<file path="src/hdl/assert_macros.svh">
// ----------------------------------------------------------------------------
// assert_macros
// Assertion helpers shared by the RTL files.
// ----------------------------------------------------------------------------
`ifndef ASSERT_MACROS_SVH
`define ASSERT_MACROS_SVH

// Assert an implication on clk, quiet during reset.
`define ASSERT_IMPL(label, ante, cons, msg) \
    label: assert property (@(posedge clk) disable iff (!rst_n) (ante) |-> (cons)) \
        else $error(msg);

// Assert a condition that holds in every cycle out of reset.
`define ASSERT_ALWAYS(label, cond, msg) \
    label: assert property (@(posedge clk) disable iff (!rst_n) (cond)) \
        else $error(msg);

`endif

</file>
<file path="src/hdl/lpg_pkg.sv">
// ----------------------------------------------------------------------------
// lpg_pkg
// Shared types and constants for the line prefix grouper.
// ----------------------------------------------------------------------------
package lpg_pkg;

    localparam int BUF_DEPTH = 15;

    localparam logic [1:0] ST_OPEN = 2'd0;
    localparam logic [1:0] ST_DONE = 2'd1;
    localparam logic [1:0] ST_FULL = 2'd2;

    localparam logic [11:0] LIMIT_RESET = 12'd16;

    // Item passed from the front (line assembly) to the back (grouping).
    typedef struct packed {
        logic [BUF_DEPTH-1:0][7:0] bytes;
        logic [3:0]                length;
        logic [31:0]               line_no;
    } line_t;

endpackage

</file>
<file path="src/hdl/line_prefix_grouper_core.sv">
// ----------------------------------------------------------------------------
// line_prefix_grouper_core
// Groups a byte stream of lines by shared prefix and reports each line.
// ----------------------------------------------------------------------------
//  channel | handshake          | carries
//  in      | in_valid/in_stall  | data_byte, end_of_line
//  out     | valid/stall        | status, group_index ... prefix_high
//  cfg     | cfg_valid/cfg_ready| group_limit (12 bits)
//
// One item per cycle while in_stall is low; an end-of-line item passes the
// queue and output register. The 15-byte compare sits in the back stage.
// rst_n clears all but the queue and report data; group_limit returns to 16.
// A stalled output backs up a two-entry queue, then stalls end-of-line items;
// data bytes keep flowing into the line buffer.
module line_prefix_grouper_core #(
    parameter int MAX_LINE_BYTES = 15,
    parameter int COUNT_BITS     = 32
) (
    input  logic        clk,
    input  logic        rst_n,
    input  logic        in_valid,
    output logic        in_stall,
    input  logic [7:0]  data_byte,
    input  logic        end_of_line,
    output logic        valid,
    input  logic        stall,
    output logic [1:0]  status,
    output logic [11:0] group_index,
    output logic [31:0] start_line,
    output logic [31:0] empty_lines,
    output logic [31:0] member_lines,
    output logic [3:0]  prefix_length,
    output logic [63:0] prefix_low,
    output logic [55:0] prefix_high,
    input  logic        cfg_valid,
    output logic        cfg_ready,
    input  logic [11:0] cfg_data
);
    logic [11:0]    limit_reg;
    logic           f_valid, f_stall, b_valid, b_stall;
    lpg_pkg::line_t f_item, b_item;

    assign cfg_ready = 1'b1;

    always_ff @(posedge clk or negedge rst_n)
    begin
        if (!rst_n)
            limit_reg <= lpg_pkg::LIMIT_RESET;
        else if (cfg_valid)
            limit_reg <= cfg_data;
    end

    lpg_front #(.MAX_LINE_BYTES(MAX_LINE_BYTES), .COUNT_BITS(COUNT_BITS)) u_front (
        .clk, .rst_n, .in_valid, .in_stall, .data_byte, .end_of_line,
        .line_valid(f_valid), .line_stall(f_stall), .line_item(f_item)
    );

    lpg_queue u_queue (
        .clk, .rst_n,
        .wr_valid(f_valid), .wr_stall(f_stall), .wr_item(f_item),
        .rd_valid(b_valid), .rd_stall(b_stall), .rd_item(b_item)
    );

    lpg_back #(.COUNT_BITS(COUNT_BITS)) u_back (
        .clk, .rst_n, .group_limit(limit_reg),
        .line_valid(b_valid), .line_stall(b_stall), .line_item(b_item),
        .valid, .stall, .status, .group_index, .start_line, .empty_lines,
        .member_lines, .prefix_length, .prefix_low, .prefix_high
    );

endmodule

</file>
<file path="src/hdl/lpg_front.sv">
// ----------------------------------------------------------------------------
// lpg_front
// Collects line bytes and hands each finished line to the queue.
// ----------------------------------------------------------------------------
module lpg_front #(
    parameter int MAX_LINE_BYTES = 15,
    parameter int COUNT_BITS     = 32
) (
    input  logic          clk,
    input  logic          rst_n,
    input  logic          in_valid,
    output logic          in_stall,
    input  logic [7:0]    data_byte,
    input  logic          end_of_line,
    output logic          line_valid,
    input  logic          line_stall,
    output lpg_pkg::line_t line_item
);
    localparam logic [COUNT_BITS-1:0] CNT_MAX = '1;

    logic [lpg_pkg::BUF_DEPTH-1:0][7:0] buf_reg;
    logic [3:0]                         len_reg;
    logic [COUNT_BITS-1:0]              line_no_reg;
    logic                               accept;

    assign in_stall   = end_of_line && line_stall;
    assign accept     = in_valid && !in_stall;
    assign line_valid = in_valid && end_of_line;

    always_comb
    begin
        line_item.bytes   = buf_reg;
        line_item.length  = len_reg;
        line_item.line_no = 32'(line_no_reg);
    end

    always_ff @(posedge clk or negedge rst_n)
    begin
        if (!rst_n)
        begin
            buf_reg     <= '0;
            len_reg     <= '0;
            line_no_reg <= '0;
        end
        else if (accept)
        begin
            if (end_of_line)
            begin
                buf_reg <= '0;
                len_reg <= '0;
                if (line_no_reg != CNT_MAX)
                    line_no_reg <= line_no_reg + 1'b1;
            end
            else if (data_byte != 8'd0 && 32'(len_reg) < MAX_LINE_BYTES)
            begin
                buf_reg[len_reg] <= data_byte;
                len_reg          <= len_reg + 4'd1;
            end
        end
    end

endmodule

</file>
<file path="src/hdl/lpg_queue.sv">
// ----------------------------------------------------------------------------
// lpg_queue
// Two-entry queue between line assembly and grouping.
// ----------------------------------------------------------------------------
module lpg_queue (
    input  logic           clk,
    input  logic           rst_n,
    input  logic           wr_valid,
    output logic           wr_stall,
    input  lpg_pkg::line_t wr_item,
    output logic           rd_valid,
    input  logic           rd_stall,
    output lpg_pkg::line_t rd_item
);
`include "assert_macros.svh"

    lpg_pkg::line_t mem_reg [2];
    logic           wp_reg, rp_reg;
    logic [1:0]     cnt_reg;
    logic           push, pop;

    assign wr_stall = cnt_reg == 2'd2;
    assign rd_valid = cnt_reg != 2'd0;
    assign rd_item  = mem_reg[rp_reg];
    assign push     = wr_valid && !wr_stall;
    assign pop      = rd_valid && !rd_stall;

    always_ff @(posedge clk)
    begin
        if (push)
            mem_reg[wp_reg] <= wr_item;
    end

    always_ff @(posedge clk or negedge rst_n)
    begin
        if (!rst_n)
        begin
            wp_reg  <= 1'b0;
            rp_reg  <= 1'b0;
            cnt_reg <= 2'd0;
        end
        else
        begin
            if (push) wp_reg <= !wp_reg;
            if (pop)  rp_reg <= !rp_reg;
            cnt_reg <= cnt_reg + 2'(push) - 2'(pop);
        end
    end

    `ASSERT_ALWAYS(a_cnt_range, cnt_reg != 2'd3, "queue count out of range")
    `ASSERT_IMPL(a_cnt_ptr, cnt_reg == 2'd0 || cnt_reg == 2'd2, wp_reg == rp_reg,
        "queue pointers disagree with count")
    `ASSERT_IMPL(a_one_ptr, cnt_reg == 2'd1, wp_reg != rp_reg,
        "queue pointers equal with one item held")

endmodule

</file>
<file path="src/hdl/lpg_back.sv">
// ----------------------------------------------------------------------------
// lpg_back
// Classifies each line against the open group and registers the report.
// ----------------------------------------------------------------------------
module lpg_back #(
    parameter int COUNT_BITS = 32
) (
    input  logic           clk,
    input  logic           rst_n,
    input  logic [11:0]    group_limit,
    input  logic           line_valid,
    output logic           line_stall,
    input  lpg_pkg::line_t line_item,
    output logic           valid,
    input  logic           stall,
    output logic [1:0]     status,
    output logic [11:0]    group_index,
    output logic [31:0]    start_line,
    output logic [31:0]    empty_lines,
    output logic [31:0]    member_lines,
    output logic [3:0]     prefix_length,
    output logic [63:0]    prefix_low,
    output logic [55:0]    prefix_high
);
`include "assert_macros.svh"

    localparam int D = lpg_pkg::BUF_DEPTH;
    localparam logic [COUNT_BITS-1:0] CNT_MAX = '1;

    logic [D-1:0][7:0]     pre_reg, pre_next;
    logic [3:0]            plen_reg, plen_next;
    logic [31:0]           start_reg, start_next;
    logic [COUNT_BITS-1:0] empty_reg, empty_next, member_reg, member_next;
    logic [11:0]           done_reg, done_next;

    logic                  out_valid_reg;
    logic [1:0]            status_reg, status_next;
    logic [11:0]           gidx_reg, gidx_next;
    logic [31:0]           ostart_reg, ostart_next, oempty_reg, oempty_next;
    logic [31:0]           omember_reg, omember_next;
    logic [3:0]            oplen_reg, oplen_next;
    logic [D-1:0][7:0]     opre_reg, opre_next;

    logic                  take;
    logic [D-1:0]          match;
    logic [3:0]            common;
    logic                  nonempty;

    assign line_stall = out_valid_reg && stall;
    assign take       = line_valid && !line_stall;
    assign nonempty   = line_item.length != 4'd0;

    // Leading run of matching bytes, bounded by both lengths.
    always_comb
    begin
        common = '0;
        for (int i = 0; i < D; i++)
            match[i] = (pre_reg[i] == line_item.bytes[i]) && (4'(i) < plen_reg)
                       && (4'(i) < line_item.length);
        for (int i = D - 1; i >= 0; i--)
            if (!match[i]) common = 4'(i);
        if (&match) common = 4'(D);
    end

    always_comb
    begin
        pre_next     = pre_reg;
        plen_next    = plen_reg;
        start_next   = start_reg;
        empty_next   = empty_reg;
        member_next  = member_reg;
        done_next    = done_reg;
        status_next  = lpg_pkg::ST_OPEN;
        gidx_next    = done_reg;
        ostart_next  = start_reg;
        oempty_next  = 32'(empty_reg);
        omember_next = 32'(member_reg);
        oplen_next   = plen_reg;
        opre_next    = pre_reg;
        priority if (done_reg >= group_limit)
        begin
            status_next  = lpg_pkg::ST_FULL;
            gidx_next    = '0;
            ostart_next  = '0;
            oempty_next  = '0;
            omember_next = '0;
            oplen_next   = '0;
            opre_next    = '0;
        end
        else if (plen_reg != 4'd0)
        begin
            if (nonempty && common != 4'd0)
            begin
                for (int i = 0; i < D; i++)
                    if (4'(i) >= common) pre_next[i] = 8'd0;
                plen_next = common;
                if (member_reg != CNT_MAX) member_next = member_reg + 1'b1;
                oplen_next   = common;
                opre_next    = pre_next;
                omember_next = 32'(member_next);
            end
            else
            begin
                status_next = lpg_pkg::ST_DONE;
                done_next   = done_reg + 12'd1;
                pre_next    = '0;
                plen_next   = '0;
                start_next  = '0;
                empty_next  = '0;
                member_next = '0;
                if (done_next < group_limit)
                begin
                    if (nonempty)
                    begin
                        pre_next    = line_item.bytes;
                        plen_next   = line_item.length;
                        start_next  = line_item.line_no;
                        member_next = COUNT_BITS'(1);
                    end
                    else
                        empty_next = COUNT_BITS'(1);
                end
            end
        end
        else
        begin
            if (nonempty)
            begin
                pre_next    = line_item.bytes;
                plen_next   = line_item.length;
                start_next  = line_item.line_no;
                member_next = COUNT_BITS'(1);
            end
            else if (empty_reg != CNT_MAX)
                empty_next = empty_reg + 1'b1;
            ostart_next  = start_next;
            oempty_next  = 32'(empty_next);
            omember_next = 32'(member_next);
            oplen_next   = plen_next;
            opre_next    = pre_next;
        end
    end

    always_ff @(posedge clk or negedge rst_n)
    begin
        if (!rst_n)
        begin
            pre_reg       <= '0;
            plen_reg      <= '0;
            start_reg     <= '0;
            empty_reg     <= '0;
            member_reg    <= '0;
            done_reg      <= '0;
            out_valid_reg <= 1'b0;
        end
        else
        begin
            if (take)
            begin
                pre_reg    <= pre_next;
                plen_reg   <= plen_next;
                start_reg  <= start_next;
                empty_reg  <= empty_next;
                member_reg <= member_next;
                done_reg   <= done_next;
                out_valid_reg <= 1'b1;
            end
            else if (!stall)
                out_valid_reg <= 1'b0;
        end
    end

    always_ff @(posedge clk)
    begin
        if (take)
        begin
            status_reg  <= status_next;
            gidx_reg    <= gidx_next;
            ostart_reg  <= ostart_next;
            oempty_reg  <= oempty_next;
            omember_reg <= omember_next;
            oplen_reg   <= oplen_next;
            opre_reg    <= opre_next;
        end
    end

    assign valid         = out_valid_reg;
    assign status        = status_reg;
    assign group_index   = gidx_reg;
    assign start_line    = ostart_reg;
    assign empty_lines   = oempty_reg;
    assign member_lines  = omember_reg;
    assign prefix_length = oplen_reg;
    assign prefix_low    = opre_reg[7:0];
    assign prefix_high   = opre_reg[14:8];

    `ASSERT_IMPL(a_group_shape, plen_reg != 4'd0, member_reg != '0,
        "open prefix without members")
    `ASSERT_IMPL(a_done_step, take, done_next == done_reg || done_next == done_reg + 12'd1,
        "completed count jumped")
    `ASSERT_IMPL(a_full_zero, valid && status == lpg_pkg::ST_FULL, prefix_length == 4'd0,
        "full report carries a prefix")

endmodule
</file>
<file path="config.mk">
export PLATFORM = sky130hd
export DESIGN_NAME = line_prefix_grouper_core
export DESIGN_NICKNAME = d
export VERILOG_FILES = /design/src/hdl/lpg_pkg.sv /design/src/hdl/line_prefix_grouper_core.sv /design/src/hdl/lpg_front.sv /design/src/hdl/lpg_queue.sv /design/src/hdl/lpg_back.sv
export VERILOG_INCLUDE_DIRS = /design/src /design/src/hdl
export SDC_FILE = /design/constraint.sdc
export NUM_CORES = 2
export LEC_CHECK = 0
export BUFFER_PORTS_ARGS = -buffer_cell sky130_fd_sc_hd__buf_2
export CORE_UTILIZATION = 66
export CTS_CLUSTER_SIZE = 16
export DETAILED_ROUTE_END_ITERATION = 12
export GPL_ROUTABILITY_DRIVEN = 1
export PLACE_DENSITY = 0.86
export SLEW_MARGIN = 20
export SYNTH_ARGS = -nofsm -noshare
export SYNTH_HDL_FRONTEND = slang
export SYNTH_SLANG_ARGS = --single-unit
</file>
<file path="constraint.sdc">
create_clock -name clk -period 22.7 [get_ports clk]
set_clock_uncertainty 0.15 [all_clocks]
set_input_delay 3.405 -clock clk [delete_from_list [all_inputs] [get_ports clk]]
set_output_delay 3.405 -clock clk [all_outputs]
set_load 0.01 [all_outputs]
</file>
Word level (Yosys, flattened, before mapping)
Memories as Yosys holds them, arrays and structs flattened.
Index checks and enable logic that the tools add are counted.
{ "totals": {"register_bits": 639, "latch_bits": 0, "ram_bits": 312, "rom_bits": 0, "input_bits": 26, "elab_cells": 282, "memories": 1} }
{ "memory_table": {"columns": ["memory", "words", "width", "read_ports", "rd_ports_with_merged_regs", "wr", "line_no", "source"], "rows": [
  ["u_queue.mem_reg", 2, 156, 1, 0, 1, "lpg_queue.sv:17", "lpg_pkg::line_t mem_reg [2];"]
]} }
{ "classes": {"n_addsub": 7, "multipliers": 0, "div": 0, "magnitude_cmp": 50, "eq_ne": 21, "n_shift": 0, "muxes": 79, "n_bitwise": 3, "n_reduce_logical": 57} }
{ "op_table": {"columns": ["operator", "n"], "rows": [
  ["120-bit two-way mux", 9],
  ["32-bit two-way mux", 19],
  ["8-bit two-way mux", 16],
  ["120-bit bitwise mux", 1],
  ["8-bit == test", 15],
  ["4-bit two-way mux", 25],
  ["32-bit by 1-bit adder with 32-bit output (second input constant)", 3],
  ["32-bit != test (second input constant)", 3],
  ["4-bit < comparator (first input constant)", 14],
  ["1-bit logical AND", 39],
  ["8-bit demux with 4-bit select", 1],
  ["3-bit by 4-bit < comparator with 1-bit output (first input constant)", 8],
  ["4-bit >= comparator (first input constant)", 7],
  ["3-bit by 4-bit >= comparator with 1-bit output (first input constant)", 4],
  ["1-bit by 4-bit < comparator with 1-bit output (first input constant)", 4],
  ["2-bit by 4-bit < comparator with 1-bit output (first input constant)", 4],
  ["15-bit AND reduction", 1],
  ["12-bit by 1-bit adder with 12-bit output (second input constant)", 1],
  ["12-bit >= comparator", 1],
  ["12-bit < comparator", 1],
  ["4-bit nonzero test", 3],
  ["1-bit by 4-bit >= comparator with 1-bit output (first input constant)", 2],
  ["2-bit by 4-bit >= comparator with 1-bit output (first input constant)", 2],
  ["8-bit nonzero test", 1],
  ["18 further kinds", 33]
]} }

Depth between registers and ports, before layout
An unclocked memory read counts as a cell.
{ "logic_depth": {"word_depth": 24, "depth_mapped": 17, "depth_no_buf": 16} }

Modules after synthesis
A second synthesis with hierarchy kept.
{ "unflattened": {"hier_cells": 3510, "hier_area_um2": 42727.2} }
{ "modules_own_cells": {"columns": ["mod", "n_inst", "cells_each", "area_each_um2", "seq_area_each_um2"], "rows": [
  ["lpg_back", 1, 2234, 23512.6, 12857.3],
  ["lpg_queue", 1, 503, 11497.3, 9469.1],
  ["lpg_front", 1, 746, 7220.7, 3903.7],
  ["line_prefix_grouper_core", 1, 27, 496.7, 301.5]
]} }

Least setup slack after synthesis
OpenSTA, ideal clock, no wires.
{ "synth_path": {"kind": "input port to flip-flop", "startpoint": "input port stall", "endpoint": "register u_queue.cnt_reg[1]", "arrival_time_ns": 11.782, "setup_slack_ns": 10.688, "cell_stages": 9, "n_path_buf": 1, "path_cell_list": "nand2_1 -> o21ai_1 -> inv_1 -> clkbuf_1 -> ha_1 -> inv_1 -> ha_1 -> xnor2_1 -> xnor2_1"} }
{ "synth_between": {"elab_chain_cells": 4} }
{ "synth_rtl": {"columns": ["element", "line_no", "source"], "rows": [
  ["start, declared", "line_prefix_grouper_core.sv:26", "input logic stall,"],
  ["1-bit logical AND", "lpg_back.sv:49", "assign line_stall = out_valid_reg && stall;"],
  ["1-bit logical NOT", null, null],
  ["1-bit logical AND", null, null],
  ["named net u_back.take", "lpg_back.sv:44", "logic take;"],
  ["2-bit by 1-bit subtractor with 2-bit output", "lpg_queue.sv:46", "cnt_reg <= cnt_reg + 2'(push) - 2'(pop);"],
  ["end signal, assigned", "lpg_queue.sv:46", null],
  ["end, declared", "lpg_queue.sv:19", "logic [1:0] cnt_reg;"]
]} }
The timed path passes the listed nets, and every way through them passes these cells.
A chain may end at the register's enable or synchronous reset.

Worst setup path after layout
{ "layout_path": {"startpoint": "input port end_of_line", "endpoint": "output port in_stall"} }
{ "layout_between": {"elab_chain_cells": 1} }
{ "layout_rtl": {"columns": ["element", "line_no", "source"], "rows": [
  ["start, declared", "line_prefix_grouper_core.sv:24", "input logic end_of_line,"],
  ["1-bit logical AND", "lpg_front.sv:26", "assign in_stall = end_of_line && line_stall;"],
  ["end, declared", "line_prefix_grouper_core.sv:22", "output logic in_stall,"]
]} }
No other way between the ends.

==> out/metrics.cfg <==
[outcome]
status = finished, final reports clean

[place]
port_buffers = 261
dpl_worst_slack_ps = 15260
hpwl_mm = 66.98
place.gp.congestion = 0.9583

[cts]
clkLatencyLatePin_ps = 650
cts_root_buffer = clkbuf_16
htree_levels = 3
clockBufferDepth = 3
cts_buffers = 89
cts.sink_count = 951
ctsResizeCount = 0
cts.hold.buffers_added = 0
clk_pin_slew_ps = 60
cts_setup_buffers = 0
cts_tree = done

[die]
dieWidth_um = 254.0
chipHeight_um = 254.0
dieArea_um2 = 64510
top_level_ports = 263
coreArea_um2 = 62850
initial_core_util = 0.6668
row_count = 92

[setup_path]
cp_cell_sequence = buf_2 -> and3_1 -> buf_2
slowest_delay_ps = 190
start_kind = input port
worstSetupPathType = in -> out
worst_setup_path_end_kind = primary output
crit_fanout = 12
path_common_cell = buf_2
cp.required_ps = 19150
cpMaxStageDelayCell = and3_1
crit_buf_inv = 2
crit_family = buffers and inverters
arrival_ps = 3890

[layout]
multi_input_area_um2 = 14500
fill_cells = 3893
largest_register_ffs = 312
diodes = 0
final_nets = 3751
drive_above_1_share = 0.1378
register_area_um2 = 26540
areaGrowthSynthToFinish_pct = 11.71

[synthesis]
synth_cell_types = 92
async_reset_ff_frac = 0.4259
synth_seq_cells = 951
yosysSeqAreaShare = 0.6331
syn_area_per_cell_um2 = 11.99
synth_flop_cell = edfxtp_1
syn_area_um2 = 41910
yosysWarnings = 0
synth_edf_count = 546
synth_nets = 3555
synth_cells = 3495

[timing]
tns_ps = 0
max_slew_margin = 0.2227
worst_slack_ps = 15250
fin_crit_ps = 7445
holdWs_ps = 310.8
finalCritPeriodShare = 0.3280
timing.final.max_slew_violations = 0
worst_pin_slew_ps = 1163
rsz0062_at_grt = no
finalHoldViolations = 0
fmax_ghz = 0.1343
setup_viol = 0

[route]
detail-route-antenna-nets = 0
vias = 30028
avgViaCountPerCell = 6.509
wirelength_mm = 106.9
wl_per_cell_um = 23.17
drt_iter0_markers = 3723
first_pass_iters = 6
drc = 0

[worst_hold_path]
hold_path_class = reg -> reg

[grt]
grt_pass1_vias = 29000
antenna_found_initial = 1
grt_remaining_overflow = 0
grt_pass1_wl_mm = 164.6
grt_max_degree = 166
grt.total_usage = 0.3339

[power]
powerDensity_nw_per_um2 = 128.1
p_leak_nw = 18.36
peakVddDrop_v = 0.00007435
fin_total_pwr_w = 0.005998

[run]
max_cap_viol_count = 0

==> power by group <==
group	total (W)	internal, W	switching, W
Clock	0.00150	0.000862	0.000640
Sequential	0.00267	0.00238	0.000282
Combinational	0.00183	0.000645	0.00118
==> cell families (layout without fill, tap and decap cells) <==
logic type,count (synthesis),after routing,share of synthesized area
xor gates and xnor gates,201,201,0.04201
DFF,951,951,0.6331
buffers and inverters,223,495,0.02284
muxes,165,165,0.04022
other,1,1,0.00008948
adders and majority gates,34,34,0.01015
AOI/OAI and AO/OA,795,795,0.1219
and+or+nand+nor,1125,1125,0.1297
==> cell type report <==
cell class,count,share of cell area
Multi-Input combinational cell,2321,0.3098
Tap cell,846,0.02261
Clock buffer,120,0.05468
Sequential cell,951,0.5668
Timing Repair Buffer,303,0.03520
Clock inverter,47,0.008659
Inverter,25,0.002272
==> layout by cell type, fill, tap and decap left out, types with 22 or more instances in the layout <==
cell type / count
clkbuf_16: 94
buf_2: 260
mux2i_1: 150
nor2_1: 345
o21ai_0: 302
and4_1: 22
nand2_1: 277
dfrtp_1: 403
a31oi_1: 45
a21oi_1: 148
inv_1: 23
nor3_1: 56
ha_1: 34
o2bb2ai_1: 85
a211oi_1: 65
nor4_1: 37
nand4_1: 35
buf_4: 40
and2_1: 25
nand3_1: 167
edfxtp_1: 546
or3_1: 24
xor2_1: 38
and3_1: 42
xnor2_1: 163
==> layer usage <==
metal,track usage,vias up,share of wire,routed length [um]
met5,0,-,0,0
li1,-,13346,-,-
met3,0.05869,291,0.090,9649
met1,0.4446,14747,0.38,40720
met2,0.5317,1644,0.48,51220
met4,0.1707,0,0.050,5308
==> Yosys cell counts (11+ instances only) <==
master     instances  area, um2
nor2_1           348       1306
and3_1            42      262.8
nor4_1            39      244.0
or3_1             24      150.1
o31ai_1           11      82.58
and4_1            22      192.7
o21ai_0          302       1511
dfrtp_1          404      10110
a21oi_1          149      745.7
o22ai_1           11      68.82
nor3_1            56      280.3
a31oi_1           45      281.5
nand4_1           35      219.0
inv_1             24      90.09
nand2_1          279       1047
buf_2             15      75.07
and2_1            25      156.4
ha_1              34      425.4
clkbuf_1         154      578.1
buf_1             14      52.55
a211oi_1          65      488.0
o21a_1            14      105.1
mux2i_1          150       1501
edfxtp_1         546      16400
o2bb2ai_1         85      744.5
xnor2_1          163       1428
buf_6             12      135.1
nand2b_1          18      112.6
xor2_1            38      332.8
nand3_1          168      840.8
==> worst paths after layout <==
| kind | start | to | slack [ps] | cells past startpoint |
|---|---|---|---|---|
| worst max register to register | u_queue.rp_reg | u_back.pre_reg[111] | 15810 | 11 |
| max in group asynchronous | rst_n | u_back.start_reg[15] | 18110 | 2 |
| min in group asynchronous | rst_n | u_back.pre_reg[41] | 2670 | 1 |
| worst min-delay path | u_front.line_item[127] | u_queue.mem_reg[1][127] | 310 | 0 |
| worst min register to register | u_front.line_item[127] | u_queue.mem_reg[1][127] | 310 | 0 |
| worst max-delay path | end_of_line | in_stall | 15250 | 3 |
==> metrics by stage <==
step | cell area [um2] | cells | utilization
detailed placement | 43850 | 4446 | 0.6976
floorplan | 41910 | 3495 | -
global placement | 43850 | 4446 | 0.6976
global route | 46820 | 4613 | 0.7449
CTS | 46810 | 4613 | 0.7448
finish | 46820 | 4613 | 0.7449
==> worst reg2reg max path: stages (launching register included) <==
cell	delay, ps
dfrtp_4	670
buf_4	630
or3b_2	530
a21oi_1	610
nand2_1	870
and4_1	420
buf_4	260
o21ai_0	850
nand3_4	650
buf_4	660
a21oi_1	380
o22a_1	150
(Power assumes the default switching activity.)
